File: config.mk
export PLATFORM = sky130hd
export DESIGN_NAME = matrix_keypad_scanner_top
export DESIGN_NICKNAME = d
export VERILOG_FILES = /design/src/design/kps_pkg.sv /design/src/design/kps_in_reg.sv /design/src/design/kps_scan_core.sv /design/src/design/kps_out_reg.sv /design/src/design/matrix_keypad_scanner_top.sv
export SDC_FILE = /design/constraint.sdc
export NUM_CORES = 1
export LEC_CHECK = 0
export BUFFER_PORTS_ARGS = -buffer_cell sky130_fd_sc_hd__buf_2
export CAP_MARGIN = 10
export CORE_UTILIZATION = 56
export DETAILED_ROUTE_END_ITERATION = 12
export PLACE_DENSITY = 0.86
export SLEW_MARGIN = 30
export SYNTH_ARGS = -nofsm -noshare
export SYNTH_HDL_FRONTEND = slang
export SYNTH_SLANG_ARGS = --single-unit
File: constraint.sdc
create_clock -name clk -period 5.4 [get_ports clk]
set_input_delay 1.08 -clock clk [delete_from_list [all_inputs] [get_ports clk]]
set_output_delay 1.08 -clock clk [all_outputs]
set_load 0.03 [all_outputs]
File: src/design/kps_pkg.sv
package kps_pkg;

  localparam int ROWS = 4;
  localparam int COLS = 4;
  localparam int KEYS = ROWS * COLS;
  localparam int ROW_W = $clog2(ROWS);
  localparam int COL_W = $clog2(COLS);
  localparam int KEY_W = $clog2(KEYS + 1);
  localparam int CODE_W = 6;
  localparam int COLBITS_W = 4;
  localparam int DRIVE_W = 4;
  localparam int HOLD_W = 8;
  localparam int DEBOUNCE_SAMPLES_DEF = 8;

  localparam logic [HOLD_W-1:0] HOLD_MAX = '1;
  localparam logic [HOLD_W-1:0] LONG_PRESS_RST = 8'd250;

  typedef struct packed {
    logic                 sample_now;
    logic [COLBITS_W-1:0] column_bits;
    logic                 hold_tick;
    logic                 second_tick;
  } kps_item_t;

  typedef struct packed {
    logic               key_valid;
    logic [CODE_W-1:0]  key_code;
    logic               short_beep;
    logic               long_beep;
    logic [DRIVE_W-1:0] row_drive;
  } kps_result_t;

  // Row r pulls drive bit ROWS-1-r low; rows that fall outside the field drive nothing.
  function automatic logic [DRIVE_W-1:0] drive_pattern(input logic [ROW_W-1:0] row);
    logic [DRIVE_W-1:0] pat;
    int                 bit_pos;
    pat = '1;
    bit_pos = ROWS - 1 - int'(row);
    if (bit_pos < DRIVE_W) begin
      pat[bit_pos] = 1'b0;
    end
    return pat;
  endfunction

endpackage

File: src/design/kps_in_reg.sv
module kps_in_reg
  import kps_pkg::*;
(
  input  logic      clk,
  input  logic      rst_n,
  input  logic      in_valid,
  output logic      in_stall,
  input  kps_item_t in_item,
  input  logic      out_free,
  output logic      commit,
  output kps_item_t item
);

  logic      valid_r;
  logic      valid_nxt;
  kps_item_t item_r;
  logic      accept;

  // The held item leaves whenever the result register can take its result.
  assign commit   = valid_r && out_free;
  assign in_stall = valid_r && !out_free;
  assign accept   = in_valid && !in_stall;
  assign item     = item_r;

  always_comb begin
    valid_nxt = valid_r;
    if (accept) begin
      valid_nxt = 1'b1;
    end else if (commit) begin
      valid_nxt = 1'b0;
    end
  end

  always_ff @(posedge clk) begin
    if (!rst_n) begin
      valid_r <= 1'b0;
    end else begin
      valid_r <= valid_nxt;
    end
  end

  always_ff @(posedge clk) begin
    if (accept) begin
      item_r <= in_item;
    end
  end

endmodule

File: src/design/kps_scan_core.sv
module kps_scan_core
  import kps_pkg::*;
#(
  parameter int DEBOUNCE_SAMPLES = DEBOUNCE_SAMPLES_DEF
) (
  input  logic              clk,
  input  logic              rst_n,
  input  logic              cfg_we,
  input  logic [HOLD_W-1:0] cfg_data,
  input  logic              commit,
  input  kps_item_t         item,
  output kps_result_t       result
);

  localparam logic [DEBOUNCE_SAMPLES-1:0] HIST_ONES = '1;

  logic [HOLD_W-1:0]           lpt_r;
  logic [DEBOUNCE_SAMPLES-1:0] hist_r     [ROWS][COLS];
  logic [DEBOUNCE_SAMPLES-1:0] hist_nxt   [ROWS][COLS];
  logic [COLS-1:0]             marks_r    [ROWS];
  logic [COLS-1:0]             marks_nxt  [ROWS];
  logic [KEY_W-1:0]            pressed_r  [ROWS];
  logic [KEY_W-1:0]            pressed_nxt[ROWS];
  logic [KEY_W-1:0]            held_r     [ROWS];
  logic [KEY_W-1:0]            held_nxt   [ROWS];
  logic [ROWS-1:0]             cnt_flags_r;
  logic [ROWS-1:0]             cnt_flags_nxt;
  logic [HOLD_W-1:0]           hold_r;
  logic [HOLD_W-1:0]           hold_nxt;
  logic [ROW_W-1:0]            row_r;
  logic [ROW_W-1:0]            row_nxt;
  logic                        sec_r;
  logic                        sec_nxt;
  logic [ROWS-1:0]             held_nz;

  always_comb begin
    logic [ROW_W-1:0]            r;
    logic [CODE_W-1:0]           code;
    logic [COL_W-1:0]            col_w;
    logic [DEBOUNCE_SAMPLES-1:0] h;
    logic                        lvl;
    logic                        lbeep;

    hist_nxt      = hist_r;
    marks_nxt     = marks_r;
    pressed_nxt   = pressed_r;
    held_nxt      = held_r;
    cnt_flags_nxt = cnt_flags_r;
    row_nxt       = row_r;
    r             = row_r;
    code          = '0;
    col_w         = '0;
    lbeep         = 1'b0;
    h             = '0;
    lvl           = 1'b1;

    // Tick pulses take effect ahead of the scan of the same item.
    hold_nxt = hold_r;
    if (item.hold_tick && hold_r != HOLD_MAX) begin
      hold_nxt = hold_r + 1'b1;
    end
    sec_nxt = sec_r | item.second_tick;

    if (item.sample_now) begin
      for (int c = 0; c < COLS; c++) begin
        lvl = (c < COLBITS_W) ? item.column_bits[c] : 1'b1;
        h   = {hist_r[r][c][DEBOUNCE_SAMPLES-2:0], lvl};
        hist_nxt[r][c] = h;
        if (!marks_r[r][c] && h == '0) begin
          marks_nxt[r][c] = 1'b1;
          code  = (CODE_W'(r) << COL_W) + CODE_W'(c) + CODE_W'(1);
          col_w = COL_W'(c);
        end else if (h == HIST_ONES) begin
          marks_nxt[r][c] = 1'b0;
        end
      end

      if (held_r[r] != '0) begin
        if (code != CODE_W'(held_r[r])) begin
          held_nxt[r]    = '0;
          pressed_nxt[r] = '0;
        end else begin
          marks_nxt[r][col_w] = 1'b0;
          code = CODE_W'(held_r[r]) + CODE_W'(KEYS);
        end
      end else if (code != '0) begin
        marks_nxt[r][col_w] = 1'b0;
        if (!cnt_flags_r[r]) begin
          pressed_nxt[r]   = KEY_W'(code);
          hold_nxt         = '0;
          cnt_flags_nxt[r] = 1'b1;
        end else if (code == CODE_W'(pressed_r[r])) begin
          code = '0;
        end else begin
          pressed_nxt[r] = KEY_W'(code);
          hold_nxt       = '0;
        end
        if (hold_nxt >= lpt_r) begin
          cnt_flags_nxt[r] = 1'b0;
          held_nxt[r]      = pressed_nxt[r];
          code  = CODE_W'(pressed_nxt[r]) + CODE_W'(KEYS);
          lbeep = 1'b1;
        end
      end else begin
        held_nxt[r]      = '0;
        pressed_nxt[r]   = '0;
        cnt_flags_nxt[r] = 1'b0;
      end

      // A long code needs a pending one-second pulse and uses it up.
      if (code > CODE_W'(KEYS)) begin
        if (sec_nxt) begin
          sec_nxt = 1'b0;
        end else begin
          code = '0;
        end
      end

      row_nxt = (r == ROW_W'(ROWS - 1)) ? '0 : r + 1'b1;
    end

    result.key_valid  = (code != '0);
    result.key_code   = code;
    result.short_beep = (code != '0) && (code <= CODE_W'(KEYS));
    result.long_beep  = lbeep;
    result.row_drive  = drive_pattern(row_nxt);
  end

  always_ff @(posedge clk) begin
    if (!rst_n) begin
      lpt_r <= LONG_PRESS_RST;
    end else if (cfg_we) begin
      lpt_r <= cfg_data;
    end
  end

  always_ff @(posedge clk) begin
    if (!rst_n) begin
      for (int i = 0; i < ROWS; i++) begin
        for (int j = 0; j < COLS; j++) begin
          hist_r[i][j] <= HIST_ONES;
        end
        marks_r[i]   <= '0;
        pressed_r[i] <= '0;
        held_r[i]    <= '0;
      end
      cnt_flags_r <= '0;
      hold_r      <= '0;
      row_r       <= '0;
      sec_r       <= 1'b0;
    end else if (commit) begin
      hist_r      <= hist_nxt;
      marks_r     <= marks_nxt;
      pressed_r   <= pressed_nxt;
      held_r      <= held_nxt;
      cnt_flags_r <= cnt_flags_nxt;
      hold_r      <= hold_nxt;
      row_r       <= row_nxt;
      sec_r       <= sec_nxt;
    end
  end

  always_comb begin
    for (int i = 0; i < ROWS; i++) begin
      held_nz[i] = (held_r[i] != '0);
    end
  end

  // A row is either counting toward a long press or already holding one, never both.
  a_count_xor_held: assert property (@(posedge clk) disable iff (!rst_n)
    (cnt_flags_r & held_nz) == '0)
    else $error("row both counting and holding a long press");

  a_state_idle: assert property (@(posedge clk) disable iff (!rst_n)
    !commit |=> $stable(hold_r) && $stable(row_r) && $stable(sec_r))
    else $error("scan state changed without an item");

  a_row_step: assert property (@(posedge clk) disable iff (!rst_n)
    commit && item.sample_now |=>
      row_r == (($past(row_r) == ROW_W'(ROWS - 1)) ? '0 : $past(row_r) + 1'b1))
    else $error("row index did not advance on a sample tick");

  // The input register holds no item before the first one arrives, so only
  // results that are committed are checked.
  a_long_beep_code: assert property (@(posedge clk) disable iff (!rst_n)
    commit && result.long_beep |-> item.sample_now && !result.short_beep)
    else $error("long beep with a short code or without a scan");

  a_code_range: assert property (@(posedge clk) disable iff (!rst_n)
    commit |-> result.key_code <= CODE_W'(2 * KEYS))
    else $error("key code out of range");

endmodule

File: src/design/kps_out_reg.sv
module kps_out_reg
  import kps_pkg::*;
(
  input  logic        clk,
  input  logic        rst_n,
  input  logic        commit,
  input  kps_result_t result,
  output logic        out_free,
  output logic        out_valid,
  input  logic        out_stall,
  output kps_result_t out_result
);

  logic        valid_r;
  logic        valid_nxt;
  kps_result_t result_r;

  assign out_free   = !valid_r || !out_stall;
  assign out_valid  = valid_r;
  assign out_result = result_r;

  always_comb begin
    valid_nxt = valid_r;
    if (commit) begin
      valid_nxt = 1'b1;
    end else if (!out_stall) begin
      valid_nxt = 1'b0;
    end
  end

  always_ff @(posedge clk) begin
    if (!rst_n) begin
      valid_r <= 1'b0;
    end else begin
      valid_r <= valid_nxt;
    end
  end

  always_ff @(posedge clk) begin
    if (commit) begin
      result_r <= result;
    end
  end

endmodule

File: src/design/matrix_keypad_scanner_top.sv
// 4x4 active-low keypad scanner with per-key debounce, repeat suppression and long-press
// reporting. Each input item is one step: on sample_now the column levels of the driven row
// are debounced, the row advances and row_drive shows the pattern for the next row; every
// item gives exactly one result item. An accepted item is registered in the input register,
// is evaluated by a single stage of logic against the scan state and is registered in the
// result register once that register can take it; a new item is taken every cycle, and the
// only hold-up is a stalled result register with the input register full.
// The user must write the long-press threshold through the cfg port only while no item is
// in flight; the block itself does not enforce it. The debounce state is cleared directly
// by reset with no start-up sequence.
module matrix_keypad_scanner_top
  import kps_pkg::*;
#(
  parameter int DEBOUNCE_SAMPLES = DEBOUNCE_SAMPLES_DEF
) (
  input  logic                 clk,
  input  logic                 rst_n,
  input  logic                 in_valid,
  output logic                 in_stall,
  input  logic                 in_sample_now,
  input  logic [COLBITS_W-1:0] in_column_bits,
  input  logic                 in_hold_tick,
  input  logic                 in_second_tick,
  output logic                 out_valid,
  input  logic                 out_stall,
  output logic                 out_key_valid,
  output logic [CODE_W-1:0]    out_key_code,
  output logic                 out_short_beep,
  output logic                 out_long_beep,
  output logic [DRIVE_W-1:0]   out_row_drive,
  input  logic                 cfg_valid,
  output logic                 cfg_ready,
  input  logic [HOLD_W-1:0]    cfg_long_press_ticks
);

  kps_item_t   in_item;
  kps_item_t   item;
  kps_result_t result;
  kps_result_t out_result;
  logic        commit;
  logic        out_free;

  assign in_item.sample_now  = in_sample_now;
  assign in_item.column_bits = in_column_bits;
  assign in_item.hold_tick   = in_hold_tick;
  assign in_item.second_tick = in_second_tick;

  assign cfg_ready = 1'b1;

  kps_in_reg u_in_reg (
    .clk      (clk),
    .rst_n    (rst_n),
    .in_valid (in_valid),
    .in_stall (in_stall),
    .in_item  (in_item),
    .out_free (out_free),
    .commit   (commit),
    .item     (item)
  );

  kps_scan_core #(
    .DEBOUNCE_SAMPLES (DEBOUNCE_SAMPLES)
  ) u_scan_core (
    .clk      (clk),
    .rst_n    (rst_n),
    .cfg_we   (cfg_valid && cfg_ready),
    .cfg_data (cfg_long_press_ticks),
    .commit   (commit),
    .item     (item),
    .result   (result)
  );

  kps_out_reg u_out_reg (
    .clk        (clk),
    .rst_n      (rst_n),
    .commit     (commit),
    .result     (result),
    .out_free   (out_free),
    .out_valid  (out_valid),
    .out_stall  (out_stall),
    .out_result (out_result)
  );

  assign out_key_valid  = out_result.key_valid;
  assign out_key_code   = out_result.key_code;
  assign out_short_beep = out_result.short_beep;
  assign out_long_beep  = out_result.long_beep;
  assign out_row_drive  = out_result.row_drive;

endmodule

==> flow_summary.ini <==
[status]
status = completed

[setup_path]
worst_path_max_delay_cell = mux4_2
cp-end-kind = register
r2r_cells = 21
cp_top_family = compound AO/OA/AOI/OAI gates
r2r_start = u_scan_core.row_r[0]
cp.arrival_ps = 5520
crit_path_start_kind = register
path_max_fanout = 10
worstReg2RegEnd = u_out_reg.out_result[12]
critical_path_class = reg2reg
timing.critical_path.buf_inv = 1
r2r_slack_ps = 120
worstPathRequired_ps = 5640
cp_cell_sequence = buf_12 -> mux4_2 -> nor4_4 -> and3_4 -> mux2_2 -> a21o_1 -> a211o_1 -> nor2_2 -> nand2_1 -> ha_1 -> o21ai_2 -> a21oi_1 -> o31ai_1 -> a21oi_2 -> and2_4 -> nand2_1 -> o32a_1 -> o211ai_1 -> o21ai_2 -> a21oi_4 -> a211oi_1
slowest_delay_ps = 560
worstSetupStartpoint = u_scan_core.row_r[0]

[pwr]
power_leakage_nw = 5.187
p_clk_frac = 0.442
combPwrFrac = 0.081
power.internal_mw = 2.617
power.density_nw_per_um2 = 268.9
seqPwrFrac = 0.477
p_switching_uw = 824.9
p_sw_frac = 0.2397
power_mw = 3.442
ir_drop_mv = 0.2392

[synth]
synth_top_area_frac = 0.3536
synth_area_um2 = 10930
synth_area_per_cell_um2 = 8.537
synth_warnings = 0
synth-seq-cells = 213
synth-async-reset-ratio = 0
synth.area.top_cells = dfxtp_1 (35%), nand2_1 (10%), mux4_2 (8.0%), nand3_1 (6.2%), edfxtp_1 (5.5%)
synth_edf_count = 20
synth.distinct_cells = 75
syn_inst = 1280
synth_area_leader_cell = dfxtp_1
synth_common_cells = nand2_1 (296), dfxtp_1 (193), nand3_1 (136), nor2_1 (77), clkbuf_1 (66)
ys_seq_area_frac = 0.4086
synth_most_common_cell = nand2_1
synth_nets = 1313
yosys_most_used_dff = dfxtp_1

[routing]
ant_nets = 0
drt_wl_total_um = 31390
via_per_inst = 6.290
vias = 10270
drtPass1Iterations = 5
initialDrtViolationCount = 1264
post_drt_wl_per_cell_um = 19.22
drc = 0

[sta]
hold_viol = 0
tightestPinTransition_ps = 948.0
setup_viol = 0
min_period_ps = 5277
clock.fmax_mhz = 189.5
fin_skew_ps = 8.765
drv_slew = 0
relSlewSlack = 0.3665
timing.hold.ws_ps = 455.6
period_share = 0.9771

[floorplanning]
fp-row-count = 50
die_w_um = 141.7
start_util = 0.5783
io_pins = 36
die-area_um2 = 20070
coreArea_um2 = 18890
die_height_um = 141.7

[global_route]
antenna_found_initial = 0
grt_first_pass_wirelength_um = 49960
grt_use_total = 0.3122
grt_max_degree = 93
grt_pass1_vias = 9726
gr-total-overflow = 0

[worst_hold_path]
hold_depth = 2
hold_end = u_scan_core.held_r[12]
worstHoldPathType = reg2reg
min_from = u_scan_core.held_r[12]

[cells_and_area]
syn2layout_area_growth_pct = 17.13
design_area_um2 = 12800
final_core_util = 0.6774
layout-drive-gt1-share = 0.1894
fillCellCount = 1477
n_antenna_cell = 0
ff_latch_area_um2 = 4469
multi_input_area_um2 = 6146
fin_nets = 1390
layout.cells.non_filler = 1633

[clock_tree]
cts.path.max_buffers = 3
cts_sinks = 213
cts_made_buffers = 23
cts_tree = yes
holdBufCountCts = 0
htree_levels = 1
insertion_delay_ps = 520
path_clk_slew_ps = 60
cts_root_buf = clkbuf_16

[placement]
port_buffers = 34
dpl.hpwl_um = 20800
dpl_cell_area_um2 = 11810
gp_congestion = 1.027
place_inst = 1577

[job]
cap_violations = 0
-- tightest hold or removal path: stages (launching register included) --
cell and delay [ps]:
dfxtp_1 310, nand2_1 50, a21boi_1 50
-- state kept, by name, indices dropped and copies added, names as in the netlist, named ones only --
name                     cells
u_scan_core.held_r          20
u_scan_core.hist_r         112
u_in_reg.item                7
u_scan_core.pressed_r       20
u_scan_core.cnt_flags_r      1
u_scan_core.hold_r           8
u_scan_core.row_r            2
u_out_reg.out_valid          1
u_in_reg.valid_r             1
u_out_reg.out_result        13
u_scan_core.marks_r         16
u_scan_core.sec_r            1
u_scan_core.lpt_r            8
-- logic make-up (layout without fill, tap and decap cells) --
group / Yosys count / after routing / share of synthesized area
other: 1 / 1 / 0.0003432
DFF: 213 / 213 / 0.4086
xor gates and xnor gates: 10 / 10 / 0.008016
AOI/OAI and AO/OA: 215 / 215 / 0.1423
buffers and inverters: 110 / 203 / 0.04328
and+or+nand+nor: 655 / 655 / 0.2785
muxes: 63 / 63 / 0.1041
adders and majority gates: 13 / 13 / 0.01489
-- final cells by class --
cell class                 instances  share of cell area
sequential                       213              0.3492
timing repair buffer             141             0.08241
multi-input combinational        957              0.4802
clock inverter                    10            0.005670
tap                              260             0.02542
inverter                          21            0.006257
clock buffer                      31             0.05084
-- cell usage in the layout (no fill, tap or decap), drive strengths merged, types with 25 or more instances in the layout --
cell type,Yosys,final
dfxtp,193,193
nand3,136,136
nand2,296,296
buf,23,141
nor2,77,77
a21boi,25,25
nor2b,48,48
mux4,40,40
o21ai,34,34
clkbuf,66,31
a21oi,42,42
-- per-stage QoR --
stage / setup WS [ps] / TNS [ps]
final: 123.5 / 0
after CTS: 47.18 / 0
after detailed placement: -152.8 / -479.9
after global routing: -99.79 / -605.1
after floorplan: 53.81 / 0
after global placement: 80.34 / 0
-- power by group through the flow --
stage          logic, mW  clock network, mW  registers [mW]
3_3_place_gp       0.252                  0            1.68
2_1_floorplan      0.171                  0            1.68
5_1_grt            0.301               1.59            1.64
4_1_cts            0.267               1.53            1.64
3_5_place_dp       0.257                  0            1.68
6_report           0.278               1.52            1.64
-- per-layer routing --
layer  wire (µm)  share of wire  up-vias  GRT usage
li1            -              -     4737          -
met2       14400           0.46      584     0.5019
met1       12710           0.40     4836     0.4122
met4        1377          0.044        0     0.1409
met3        2907          0.093      115    0.05400
met5           0              0        -          0
-- timing repair --
action                     4_1_cts  5_1_grt
gates resized for setup          3       21
pin swaps                        1       17
setup endpoints to repair        8        8
buffers inserted                 4       11
-- worst max-delay path by stage --
stage	depth (start not counted)	end
floorplan	24	u_out_reg.out_result[7]
global placement	23	u_out_reg.out_result[12]
detailed placement	22	u_out_reg.out_result[6]
CTS	23	u_out_reg.out_result[6]
global route	24	u_out_reg.out_result[8]
finish	21	u_out_reg.out_result[12]
(Power assumes the default switching activity.)
